### config.mk
export PLATFORM = sky130hd
export DESIGN_NAME = three_wire_rtc_serial_interface_flat
export DESIGN_NICKNAME = d
export VERILOG_FILES = /design/src/rtl/rtcsi_pkg.sv /design/src/rtl/rtcsi_ifs.sv /design/src/rtl/three_wire_rtc_serial_interface.sv /design/src/flat_wrapper.sv
export SDC_FILE = /design/constraint.sdc
export NUM_CORES = 1
export LEC_CHECK = 0
export ABC_AREA = 1
export BUFFER_PORTS_ARGS = -buffer_cell sky130_fd_sc_hd__buf_2
export CORE_MARGIN = 8
export CORE_UTILIZATION = 30
export CTS_CLUSTER_SIZE = 16
export DETAILED_ROUTE_END_ITERATION = 7
export PLACE_DENSITY = 0.53
export SLEW_MARGIN = 20
export SYNTH_ARGS = -nofsm -noshare
export SYNTH_HDL_FRONTEND = slang
export SYNTH_SLANG_ARGS = --single-unit
### constraint.sdc
create_clock -name clock -period 12.4 [get_ports clock]
set_input_delay 1.24 -clock clock [delete_from_list [all_inputs] [get_ports clock]]
set_output_delay 1.24 -clock clock [all_outputs]
set_load 0.01 [all_outputs]
### src/rtl/rtcsi_pkg.sv
// Package with the types, constants and helper functions of the three-wire RTC serial interface.
package rtcsi_pkg;

   localparam int BUFFER_BYTES = 7;

   localparam logic [3:0] CMD_NIBBLE = 4'b0110;

   typedef enum logic {
      PORT_WRITE = 1'b0,
      PORT_READ  = 1'b1
   } port_op_type;

   typedef enum logic [1:0] {
      PH_COMMAND = 2'd0,
      PH_RECEIVE = 2'd1,
      PH_SEND    = 2'd2
   } phase_type;

   typedef enum logic [2:0] {
      REG_STATUS_ONE = 3'd0,
      REG_STATUS_TWO = 3'd1,
      REG_DATE_TIME  = 3'd2,
      REG_TIME       = 3'd3,
      REG_INT_ONE    = 3'd4,
      REG_INT_TWO    = 3'd5,
      REG_CLOCK_ADJ  = 3'd6,
      REG_FREE       = 3'd7
   } rtc_reg_type;

   typedef struct packed {
      logic       command;
      logic [7:0] write_value;
      logic [6:0] year_in_century;
      logic [3:0] month_number;
      logic [4:0] day_of_month;
      logic [2:0] day_of_week;
      logic [4:0] hour_now;
      logic [5:0] minute_now;
      logic [5:0] second_now;
   } req_item_type;

   typedef struct packed {
      logic [6:0] port_value;
      logic       bad_command;
   } rsp_item_type;

   // Number of data bytes that follow the command byte for each register.
   function automatic logic [2:0] reg_bytes(input logic [2:0] sel);
      logic [2:0] n;
      case (sel)
         REG_DATE_TIME: n = 3'd7;
         REG_TIME:      n = 3'd3;
         REG_INT_ONE:   n = 3'd3;
         REG_INT_TWO:   n = 3'd3;
         default:       n = 3'd1;
      endcase
      return n;
   endfunction

   // Binary to BCD, exact for values below 100; tens come from a reciprocal multiply.
   function automatic logic [7:0] to_bcd(input logic [6:0] v);
      logic [14:0] prod;
      logic [3:0]  tens;
      logic [6:0]  ones;
      prod = 15'(v) * 15'd205;
      tens = prod[14:11];
      ones = v - (7'(tens) * 7'd10);
      return {tens, ones[3:0]};
   endfunction

   // Full bit reversal of a byte.
   function automatic logic [7:0] reverse_byte(input logic [7:0] d);
      logic [7:0] r;
      for (int i = 0; i < 8; i++) begin
         r[i] = d[7 - i];
      end
      return r;
   endfunction

endpackage

### src/rtl/rtcsi_ifs.sv
// Valid/ready channel interfaces for the request and response transactions.
interface rtcsi_req_if import rtcsi_pkg::*; ();
   logic       valid;
   logic       ready;
   logic       command;
   logic [7:0] write_value;
   logic [6:0] year_in_century;
   logic [3:0] month_number;
   logic [4:0] day_of_month;
   logic [2:0] day_of_week;
   logic [4:0] hour_now;
   logic [5:0] minute_now;
   logic [5:0] second_now;

   modport source (output valid, command, write_value, year_in_century, month_number,
                   day_of_month, day_of_week, hour_now, minute_now, second_now,
                   input ready);
   modport sink (input valid, command, write_value, year_in_century, month_number,
                 day_of_month, day_of_week, hour_now, minute_now, second_now,
                 output ready);
endinterface

interface rtcsi_rsp_if import rtcsi_pkg::*; ();
   logic       valid;
   logic       ready;
   logic [6:0] port_value;
   logic       bad_command;

   modport source (output valid, port_value, bad_command, input ready);
   modport sink (input valid, port_value, bad_command, output ready);
endinterface

### src/rtl/three_wire_rtc_serial_interface.sv
// Top level of the three-wire RTC serial interface behind a GPIO port byte.
//
// Each request transaction is one CPU access to the GPIO port byte. A port write
// sets the SIO/SCK/CS enables from bits 4-6 and updates each enabled level from
// bits 0-2; a rising CS restarts the protocol, and a rising SCK while CS is high
// moves one serial bit, LSB first. The first byte is the command (accepted in
// either bit order), followed by the data bytes of the selected register. Reads
// return the status bytes or the supplied time and date converted to BCD. A port
// read changes nothing. Every request produces exactly one response transaction
// carrying the port byte after the access and a flag for a malformed command.
// Pipeline: a request is captured in an input register, from which the protocol
// state and the response register are updated by one pass of logic; one request
// is accepted every cycle unless the response register stalls the pipeline, which
// happens only while a response waits and the sink is not ready.
module three_wire_rtc_serial_interface import rtcsi_pkg::*; (
   input logic         clock,
   input logic         reset,
   rtcsi_req_if.sink   req_bus,
   rtcsi_rsp_if.source rsp_bus
);

   // Input stage.
   logic         s1_valid_ff, s1_valid_in;
   req_item_type s1_item_ff;
   logic         s1_go;

   // Response stage.
   logic         rsp_valid_ff, rsp_valid_in;
   rsp_item_type rsp_item_ff, rsp_item_in;

   // Protocol state.
   logic       sio_ff, sio_in;
   logic       sck_ff, sck_in;
   logic       cs_ff, cs_in;
   logic [2:0] en_ff, en_in;
   logic [2:0] bit_count_ff, bit_count_in;
   logic [2:0] byte_count_ff, byte_count_in;
   logic [7:0] shift_ff, shift_in;
   logic [7:0] buf_ff [BUFFER_BYTES];
   logic [7:0] buf_in [BUFFER_BYTES];
   phase_type  phase_ff, phase_in;
   logic [2:0] sel_ff, sel_in;
   logic [7:0] status_one_ff, status_one_in;
   logic [7:0] status_two_ff, status_two_in;

   logic       bad;
   logic [2:0] n_bytes;
   logic [7:0] cmd_byte;
   logic [7:0] wv;

   // The input stage moves on when the response register is empty or being drained.
   assign s1_go         = s1_valid_ff && (!rsp_valid_ff || rsp_bus.ready);
   assign req_bus.ready = !s1_valid_ff || s1_go;
   assign s1_valid_in   = req_bus.valid ? 1'b1 : (s1_go ? 1'b0 : s1_valid_ff);
   assign rsp_valid_in  = s1_go ? 1'b1 : (rsp_bus.ready ? 1'b0 : rsp_valid_ff);

   assign rsp_bus.valid       = rsp_valid_ff;
   assign rsp_bus.port_value  = rsp_item_ff.port_value;
   assign rsp_bus.bad_command = rsp_item_ff.bad_command;

   // Next protocol state for the transaction held in the input stage.
   always_comb begin
      sio_in        = sio_ff;
      sck_in        = sck_ff;
      cs_in         = cs_ff;
      en_in         = en_ff;
      bit_count_in  = bit_count_ff;
      byte_count_in = byte_count_ff;
      shift_in      = shift_ff;
      buf_in        = buf_ff;
      phase_in      = phase_ff;
      sel_in        = sel_ff;
      status_one_in = status_one_ff;
      status_two_in = status_two_ff;
      bad           = 1'b0;
      n_bytes       = reg_bytes(sel_ff);
      cmd_byte      = 8'd0;
      wv            = s1_item_ff.write_value;

      if (s1_item_ff.command == PORT_WRITE) begin
         en_in = wv[6:4];
         if (en_in[0]) begin
            sio_in = wv[0];
         end
         if (en_in[1]) begin
            sck_in = wv[1];
         end
         if (en_in[2]) begin
            cs_in = wv[2];
         end
         // A rising chip select restarts the protocol with a fresh command byte.
         if (!cs_ff && cs_in) begin
            phase_in      = PH_COMMAND;
            bit_count_in  = 3'd0;
            byte_count_in = 3'd0;
         end
         if (cs_in && !sck_ff && sck_in) begin
            case (phase_in)
               PH_RECEIVE: begin
                  if (byte_count_in < n_bytes) begin
                     shift_in[bit_count_in] = sio_in;
                     bit_count_in = bit_count_in + 3'd1;
                     if (bit_count_in == 3'd0) begin
                        if (32'(byte_count_in) < BUFFER_BYTES) begin
                           buf_in[byte_count_in] = shift_in;
                        end
                        byte_count_in = byte_count_in + 3'd1;
                        if (byte_count_in == n_bytes) begin
                           // Only the status registers keep written data.
                           if (sel_ff == REG_STATUS_ONE) begin
                              status_one_in = (status_one_ff & ~8'h0E) | (buf_in[0] & 8'h0E);
                           end else if (sel_ff == REG_STATUS_TWO) begin
                              status_two_in = buf_in[0];
                           end
                           phase_in = PH_COMMAND;
                        end
                     end
                  end
               end
               PH_SEND: begin
                  // The outgoing bit is driven onto SIO whatever its enable.
                  if (32'(byte_count_in) < BUFFER_BYTES) begin
                     sio_in = buf_in[byte_count_in][0];
                     buf_in[byte_count_in] = {1'b0, buf_in[byte_count_in][7:1]};
                  end
                  bit_count_in = bit_count_in + 3'd1;
                  if (bit_count_in == 3'd0) begin
                     byte_count_in = byte_count_in + 3'd1;
                     if (byte_count_in >= n_bytes) begin
                        phase_in = PH_COMMAND;
                     end
                  end
               end
               default: begin
                  shift_in[bit_count_in] = sio_in;
                  bit_count_in = bit_count_in + 3'd1;
                  if (bit_count_in == 3'd0) begin
                     cmd_byte = shift_in;
                     if (cmd_byte[7:4] == CMD_NIBBLE) begin
                        cmd_byte = reverse_byte(cmd_byte);
                        shift_in = cmd_byte;
                     end
                     if (cmd_byte[3:0] != CMD_NIBBLE) begin
                        // Unknown format: drop the byte and wait for another one.
                        bad = 1'b1;
                     end else begin
                        sel_in        = cmd_byte[6:4];
                        byte_count_in = 3'd0;
                        if (cmd_byte[7]) begin
                           phase_in = PH_SEND;
                           case (sel_in)
                              REG_STATUS_ONE: buf_in[0] = status_one_ff;
                              REG_STATUS_TWO: buf_in[0] = status_two_ff;
                              REG_DATE_TIME: begin
                                 buf_in[0] = to_bcd(s1_item_ff.year_in_century);
                                 buf_in[1] = to_bcd(7'(s1_item_ff.month_number));
                                 buf_in[2] = to_bcd(7'(s1_item_ff.day_of_month));
                                 buf_in[3] = to_bcd(7'(s1_item_ff.day_of_week));
                                 buf_in[4] = to_bcd(7'(s1_item_ff.hour_now));
                                 buf_in[5] = to_bcd(7'(s1_item_ff.minute_now));
                                 buf_in[6] = to_bcd(7'(s1_item_ff.second_now));
                              end
                              REG_TIME: begin
                                 buf_in[0] = to_bcd(7'(s1_item_ff.hour_now));
                                 buf_in[1] = to_bcd(7'(s1_item_ff.minute_now));
                                 buf_in[2] = to_bcd(7'(s1_item_ff.second_now));
                              end
                              REG_INT_ONE, REG_INT_TWO: begin
                                 buf_in[0] = 8'd0;
                                 buf_in[1] = 8'd0;
                                 buf_in[2] = 8'd0;
                              end
                              default: buf_in[0] = 8'd0;
                           endcase
                        end else begin
                           phase_in = PH_RECEIVE;
                        end
                     end
                  end
               end
            endcase
         end
      end

      rsp_item_in.port_value  = {en_in, 1'b0, cs_in, sck_in, sio_in};
      rsp_item_in.bad_command = bad;
   end

   // Pipeline registers.
   always_ff @(posedge clock) begin
      if (reset) begin
         s1_valid_ff  <= 1'b0;
         rsp_valid_ff <= 1'b0;
      end else begin
         s1_valid_ff  <= s1_valid_in;
         rsp_valid_ff <= rsp_valid_in;
      end
      if (req_bus.valid && req_bus.ready) begin
         s1_item_ff.command         <= req_bus.command;
         s1_item_ff.write_value     <= req_bus.write_value;
         s1_item_ff.year_in_century <= req_bus.year_in_century;
         s1_item_ff.month_number    <= req_bus.month_number;
         s1_item_ff.day_of_month    <= req_bus.day_of_month;
         s1_item_ff.day_of_week     <= req_bus.day_of_week;
         s1_item_ff.hour_now        <= req_bus.hour_now;
         s1_item_ff.minute_now      <= req_bus.minute_now;
         s1_item_ff.second_now      <= req_bus.second_now;
      end
      if (s1_go) begin
         rsp_item_ff <= rsp_item_in;
      end
   end

   // Protocol state register.
   always_ff @(posedge clock) begin
      if (reset) begin
         sio_ff        <= 1'b0;
         sck_ff        <= 1'b0;
         cs_ff         <= 1'b0;
         en_ff         <= 3'd0;
         bit_count_ff  <= 3'd0;
         byte_count_ff <= 3'd0;
         shift_ff      <= 8'd0;
         for (int i = 0; i < BUFFER_BYTES; i++) begin
            buf_ff[i] <= 8'd0;
         end
         phase_ff      <= PH_COMMAND;
         sel_ff        <= 3'd0;
         status_one_ff <= 8'd0;
         status_two_ff <= 8'd0;
      end else if (s1_go) begin
         sio_ff        <= sio_in;
         sck_ff        <= sck_in;
         cs_ff         <= cs_in;
         en_ff         <= en_in;
         bit_count_ff  <= bit_count_in;
         byte_count_ff <= byte_count_in;
         shift_ff      <= shift_in;
         buf_ff        <= buf_in;
         phase_ff      <= phase_in;
         sel_ff        <= sel_in;
         status_one_ff <= status_one_in;
         status_two_ff <= status_two_in;
      end
   end

   // A malformed command can only be flagged on a rising SCK with CS high.
   assert property (@(posedge clock) disable iff (reset)
      rsp_valid_ff && rsp_item_ff.bad_command |->
         rsp_item_ff.port_value[2] && rsp_item_ff.port_value[1])
      else $error("bad_command flagged without an SCK edge under CS");

   // The protocol phase only moves when a transaction is processed.
   assert property (@(posedge clock) disable iff (reset)
      !$stable(phase_ff) |-> $past(s1_go || reset))
      else $error("phase changed without a processed transaction");

   // Back-pressure on the request side only comes from a full pipeline.
   assert property (@(posedge clock) disable iff (reset)
      !req_bus.ready |-> s1_valid_ff && rsp_valid_ff && !rsp_bus.ready)
      else $error("request stalled while the pipeline had room");

   // A processed transaction always leaves a response waiting.
   assert property (@(posedge clock) disable iff (reset)
      s1_go |=> rsp_valid_ff)
      else $error("processed transaction produced no response");

endmodule

### src/flat_wrapper.sv
// flat-port wrapper written by rule: the top's interface ports become plain ports
module three_wire_rtc_serial_interface_flat import rtcsi_pkg::*;
  (clock, reset, req_bus_valid, req_bus_command, req_bus_write_value, req_bus_year_in_century, req_bus_month_number, req_bus_day_of_month, req_bus_day_of_week, req_bus_hour_now, req_bus_minute_now, req_bus_second_now, req_bus_ready, rsp_bus_valid, rsp_bus_port_value, rsp_bus_bad_command, rsp_bus_ready);
  rtcsi_req_if req_bus_i ();
  rtcsi_rsp_if rsp_bus_i ();
  input logic clock;
  input logic reset;
  input wire logic [$bits(req_bus_i.valid)-1:0] req_bus_valid;
  input wire logic [$bits(req_bus_i.command)-1:0] req_bus_command;
  input wire logic [$bits(req_bus_i.write_value)-1:0] req_bus_write_value;
  input wire logic [$bits(req_bus_i.year_in_century)-1:0] req_bus_year_in_century;
  input wire logic [$bits(req_bus_i.month_number)-1:0] req_bus_month_number;
  input wire logic [$bits(req_bus_i.day_of_month)-1:0] req_bus_day_of_month;
  input wire logic [$bits(req_bus_i.day_of_week)-1:0] req_bus_day_of_week;
  input wire logic [$bits(req_bus_i.hour_now)-1:0] req_bus_hour_now;
  input wire logic [$bits(req_bus_i.minute_now)-1:0] req_bus_minute_now;
  input wire logic [$bits(req_bus_i.second_now)-1:0] req_bus_second_now;
  output wire logic [$bits(req_bus_i.ready)-1:0] req_bus_ready;
  output wire logic [$bits(rsp_bus_i.valid)-1:0] rsp_bus_valid;
  output wire logic [$bits(rsp_bus_i.port_value)-1:0] rsp_bus_port_value;
  output wire logic [$bits(rsp_bus_i.bad_command)-1:0] rsp_bus_bad_command;
  input wire logic [$bits(rsp_bus_i.ready)-1:0] rsp_bus_ready;
  assign req_bus_i.valid = req_bus_valid;
  assign req_bus_i.command = req_bus_command;
  assign req_bus_i.write_value = req_bus_write_value;
  assign req_bus_i.year_in_century = req_bus_year_in_century;
  assign req_bus_i.month_number = req_bus_month_number;
  assign req_bus_i.day_of_month = req_bus_day_of_month;
  assign req_bus_i.day_of_week = req_bus_day_of_week;
  assign req_bus_i.hour_now = req_bus_hour_now;
  assign req_bus_i.minute_now = req_bus_minute_now;
  assign req_bus_i.second_now = req_bus_second_now;
  assign req_bus_ready = req_bus_i.ready;
  assign rsp_bus_valid = rsp_bus_i.valid;
  assign rsp_bus_port_value = rsp_bus_i.port_value;
  assign rsp_bus_bad_command = rsp_bus_i.bad_command;
  assign rsp_bus_i.ready = rsp_bus_ready;
  three_wire_rtc_serial_interface u_core (.clock(clock), .reset(reset), .req_bus(req_bus_i), .rsp_bus(rsp_bus_i));
endmodule
**Word level (Yosys, flattened, before mapping)**

Index checks and enable logic that the tools add are counted.

- Register bits after elaboration: 150
- Logic and storage cells: 199
- Input port bits: 49

- Multipliers: 12
- Bitwise logic cells: 9
- Add/sub/neg operators: 8
- Reductions and logical operators: 34
- $lt $le $gt $ge: 7
- Multiplexer cells: 78
- Eq/ne operators: 20

Operator list:

| cell | count |
|---|---|
| $mux 56 | 12 |
| $bwmux 56 | 2 |
| $pmux 56 s2 | 1 |
| $mux 8 | 10 |
| $pmux 16 s3 | 1 |
| $mux 3 | 13 |
| $mux 32 | 1 |
| $pmux 8 s4 | 1 |
| $mul 6x8->14 const B | 2 |
| $mul 5x8->13 const B | 2 |
| $bmux 8 s3 | 1 |
| $demux 8 s3 | 1 |
| $sub 4x4->4 | 6 |
| $mux 2 | 11 |
| $reduce_and 11->1 | 2 |
| $mux 1 | 18 |
| $reduce_and 9->1 | 2 |
| $pmux 8 s2 | 1 |
| $mul 7x8->15 const B | 1 |
| $eq 3x2->1 const B | 4 |
| $eq 3x3->1 const B | 4 |
| $mul 4x8->12 const B | 1 |
| $pmux 3 s2 | 2 |
| $logic_not 3->1 | 3 |
| 39 further kinds | 66 |

**Depth between registers and ports, before layout**

- Word-level depth: 23
- Mapped depth: 27

**Worst setup path after synthesis**

No wires, ideal clock.

- Path type: register to register
- Start: register u_core.s1_item_ff[33] in the netlist's numbering
- End: register u_core.buf_ff[51] in the netlist's numbering
- Library setup time: 0.122 ns
- Path buffers: 0
- Cell stages (with the launch flop): 23
- Data arrival time: 4.142 ns
- Path slack: 8.137 ns
- Data required time: 12.278 ns
- Clock period less this slack: 4.263 ns
- Cells stage by stage: edfxtp_1 ha_1 fa_1 ha_1 inv_1 fa_1 inv_1 ha_1 nand2_1 nor4_1 nand4_1 nand3_1 xor2_1 inv_1 fa_1 xor2_1 nand3b_1 nand3_1 nand2_1 nand2_1 nand2_1 o21ai_0 a21oi_1

- Word-level cells in the longest chain between the ends: 8

RTL lines:

| item | line | RTL |
|---|---|---|
| from (decl) | three_wire_rtc_serial_interface.sv:24 | `req_item_type s1_item_ff;` |
| $mul 7x8->15 | rtcsi_pkg.sv:65 | `prod = 15'(v) * 15'd205;` |
| $mul 4x3->3 | rtcsi_pkg.sv:67 | `ones = v - (7'(tens) * 7'd10);` |
| $sub 4x4->4 | rtcsi_pkg.sv:67 |  |
| $pmux 8 s4 | three_wire_rtc_serial_interface.sv:151 | `case (sel_in)` |
| $mux 56 | three_wire_rtc_serial_interface.sv:149 | `if (cmd_byte[7]) begin` |
| $mux 56 | three_wire_rtc_serial_interface.sv:143 | `if (cmd_byte[3:0] != CMD_NIBBLE) begin` |
| $mux 56 | three_wire_rtc_serial_interface.sv:137 | `if (bit_count_in == 3'd0) begin` |
| $pmux 56 s2 | three_wire_rtc_serial_interface.sv:98 | `case (phase_in)` |
| to (signal assigned) | three_wire_rtc_serial_interface.sv:239 | `buf_ff <= buf_in;` |
| to (decl) | three_wire_rtc_serial_interface.sv:39 | `logic [7:0] buf_ff [BUFFER_BYTES];` |

No other way between the ends. The select of a mux whose other input is x is not followed.
A chain may end at the register's enable or synchronous reset.

**Worst setup path in the final report**

- Start: register u_core.s1_item_ff[32] in the netlist's numbering
- End: register u_core.buf_ff[51] in the netlist's numbering

- Word-level cells in the longest chain between the ends: 8

RTL lines:

| item | line |
|---|---|
| $mul 7x8->15 | rtcsi_pkg.sv:65 |
| $mul 4x3->3 | rtcsi_pkg.sv:67 |
| $sub 4x4->4 * | rtcsi_pkg.sv:67 |
| $pmux 8 s4 * | three_wire_rtc_serial_interface.sv:151 |
| $mux 56 * | three_wire_rtc_serial_interface.sv:149 |
| $mux 56 * | three_wire_rtc_serial_interface.sv:143 |
| $mux 56 * | three_wire_rtc_serial_interface.sv:137 |
| $pmux 56 s2 * | three_wire_rtc_serial_interface.sv:98 |

Every way passes the cells marked *; elsewhere a longest branch is shown, timed or not. The select of a mux whose other input is x is not followed.

==> impl_metrics.toml <==
[cells_and_area]
nets = 1956
drive_gt1_frac = 0.09107
final_cell_area_um2 = 13610
diodes = 0
area_growth_pct = 10.08

[place]
gp_congestion = 0.8532
portBuffers = 55
hpwl_um = 26720
placed_area_um2 = 13040

[yosys]
yosysWarningCount = 0
synth_compound_area_frac = 0.1827
syn_nets = 1940
async_flop_share = 0
yosys.area_share.simple = 0.2355
synth_edf_count = 50
yosys.area.top_type = "ha_1"
synth_area_leaders = "ha_1 (16%), dfxtp_1 (15%), edfxtp_1 (12%)"
yosysSeqAreaShare = 0.2737
ys_ff_latch = 144
synth_most_common_cell = "nand2_1"
synthCells = 1706
synth_xor_area_frac = 0.01063
synth_common_cells = "nand2_1 (319), inv_1 (216), o21ai_0 (212)"
synth_top_family_by_area = "simple AND/OR/NAND/NOR gates"
synth_area_per_cell_um2 = 7.246
yosysUniqueCellTypes = 54
synth.area.mux_share = 0
synthFlopType = "dfxtp_1"
yosys.area_share.adder = 0.2049
yosysTopAreaCellShare = 0.1579
synth_area_um2 = 12360

[cts]
cts_num_sinks = 144
cts_setup_buffers = 0
insertion_delay_ns = 0.46
clock_path_buffers = 2
cts_made_buffers = 17
cts_tree = "yes"
clk_pin_slew_ns = 0.07
cts_hold_buf = 0
cts_resized = 0
cts_max_level = 4
root_buffer = "clkbuf_16"

[global_route]
grt_pass1_vias = 10870
grt_max_degree = 72
grt_pass1_wl_um = 58550
overflow = 0
use_met3 = 0.02850
met2_usage = 0.2450
grt_util_all_layers = 0.1525
antenna_found_initial = 0
gr-max-usage-layer = "met2"
grt_use_met1 = 0.2087

[critical_path]
crit_required_ns = 12.78
worstPathMaxFanout = 5
path_common_cell = "nand2_1"
path_class = "reg2reg"
crit_path_top_delay_cell = "edfxtp_1"
r2r_slack_ns = 7.73
cp-start-kind = "flip-flop"
critPathTopFamily = "adder cells"
arrival_ns = 5.05
critPathCaptureType = "flip-flop"
critPathBufInv = 1
path_cells = "ha_1 > ha_1 > or2_2 > fa_1 > ha_1 > ha_1 > nand2_1 > nor4_1 > nand4_1 > nand3_1 > xor2_1 > inv_1 > fa_1 > xor2_1 > nand3b_1 > nand2_1 > nand2_1 > nand2_1 > nand2_1 > nand2_1 > o21ai_0 > a21oi_1"
slowest_delay_ns = 0.52

[floorplan]
pin_count = 59
core_um2 = 40740
die_y_um = 219.0
dieArea_um2 = 47960
start_util = 0.3034
die_w_um = 219.0
core.rowCount = 74

[timing]
clock.fmax_mhz = 214.2
tns_ns = 0
period_minus_slack_ns = 4.669
finalMaxSlewViolations = 0
hold_violations = 0
period_share = 0.3765
slew_headroom = 0.3258
setup_viol = 0
fin_worst_skew_ns = 0.01938
tightest_slew_ns = 1.005
grt_setup_unrepaired = "false"

[route]
drt_pass1_iterations = 7
avgRoutedWirePerCell_um = 16.11
viasPerCell = 5.082
vias = 11520
drt_wl_total_um = 36530
first_iter_violations = 911
ant_nets = 0
post-route-drc-count = 0

[pwr]
leakage_nw = 6.345
peakVddDrop_mv = 0.08652
power.density_nw_per_um2 = 105.5

[run_status]
status = "complete, no violations"

[hold_path]
hold_class = "reg2reg"

[flow_run]
maxCapViolations = 0
cells by family (layout without fill, tap and decap cells):
group                    count (synthesis)  in the layout
AND/OR/NAND/NOR                        655            655
AO/OA/AOI/OAI                          419            419
buffers and inverters                  287            316
adder cells (fa/ha/maj)                185            185
flip-flops                             144            144
XOR/XNOR                                15             15
other                                    1              1
placed cells by master (no fill, tap or decap), types with 29 or more instances in the layout:
| master | n |
|---|---|
| a21oi_1 | 133 |
| buf_2 | 55 |
| dfxtp_1 | 94 |
| edfxtp_1 | 50 |
| fa_1 | 29 |
| ha_1 | 155 |
| inv_1 | 214 |
| nand2_1 | 319 |
| nand3_1 | 86 |
| nor2_1 | 151 |
| o21ai_0 | 212 |
final timing paths:
check	startpoint	to	cells past startpoint
setup / recovery	u_core.s1_item_ff[32]$_DFFE_PP_	u_core.buf_ff[51]$_SDFFE_PP0P_	22
hold / removal	u_core.status_two_ff[7]$_SDFFE_PP0P_	u_core.status_two_ff[7]$_SDFFE_PP0P_	2
setup reg to reg	u_core.s1_item_ff[32]$_DFFE_PP_	u_core.buf_ff[51]$_SDFFE_PP0P_	22
hold reg to reg	u_core.status_two_ff[7]$_SDFFE_PP0P_	u_core.status_two_ff[7]$_SDFFE_PP0P_	2
metal layers:
layer  vias up  routed length, um
li1       5776                  -
met4         0                619
met3        30               2198
met2       321              16230
met1      5395              17480
met5         -                  0
flip-flops by register name (all words and copies together) (netlist names), 6 cells and up:
| name | count |
|---|---|
| u_core.buf_ff | 56 |
| u_core.s1_item_ff | 37 |
| u_core.shift_ff | 8 |
| u_core.status_two_ff | 8 |
| u_core.rsp_bus.port_value | 6 |
| u_core.wv | 6 |
power breakdown:
part / internal (mW) / total [mW] / switching [mW]
Combinational: 0.150 / 0.396 / 0.246
Sequential: 0.502 / 0.515 / 0.0128
Clock: 0.267 / 0.524 / 0.257
Total: 0.919 / 1.44 / 0.516
area by class of cell:
cell class / count / area [um2]
multi-input cells: 1275 / 7840
fillers: 4426 / 27130
clock inverters: 15 / 138.9
clock buffers: 17 / 425.4
flip-flops and latches: 144 / 3383
repair buffers: 60 / 312.8
inverters: 224 / 842.1
well taps: 532 / 665.6
worst register-to-register path, delay by kind of cell (launching register included):
family          cells  cell delay, ns
xor+xnor            2            0.31
flops               1            0.52
compound gates      2            0.24
buf+inv             1            0.09
fa+ha+maj           6            2.04
simple gates       11            1.41
metrics by stage:
stage / total power [mW] / setup WS (ns) / hold slack, ns / cells / utilization
after CTS: 1.454 / 7.699 / 0.4575 / 2267 / 0.3340
after global routing: 1.537 / 7.385 / 0.4894 / 2267 / 0.3340
after detailed placement: 0.9235 / 7.719 / 0.4474 / 2235 / 0.3201
after global placement: 0.9178 / 7.766 / 0.4400 / 2235 / 0.3201
final: 1.435 / 7.731 / 0.4559 / 2267 / 0.3340
after floorplan: 0.8211 / 8.137 / 0.4245 / 1706 / -
No activity file was read; power rests on OpenSTA's default activity.
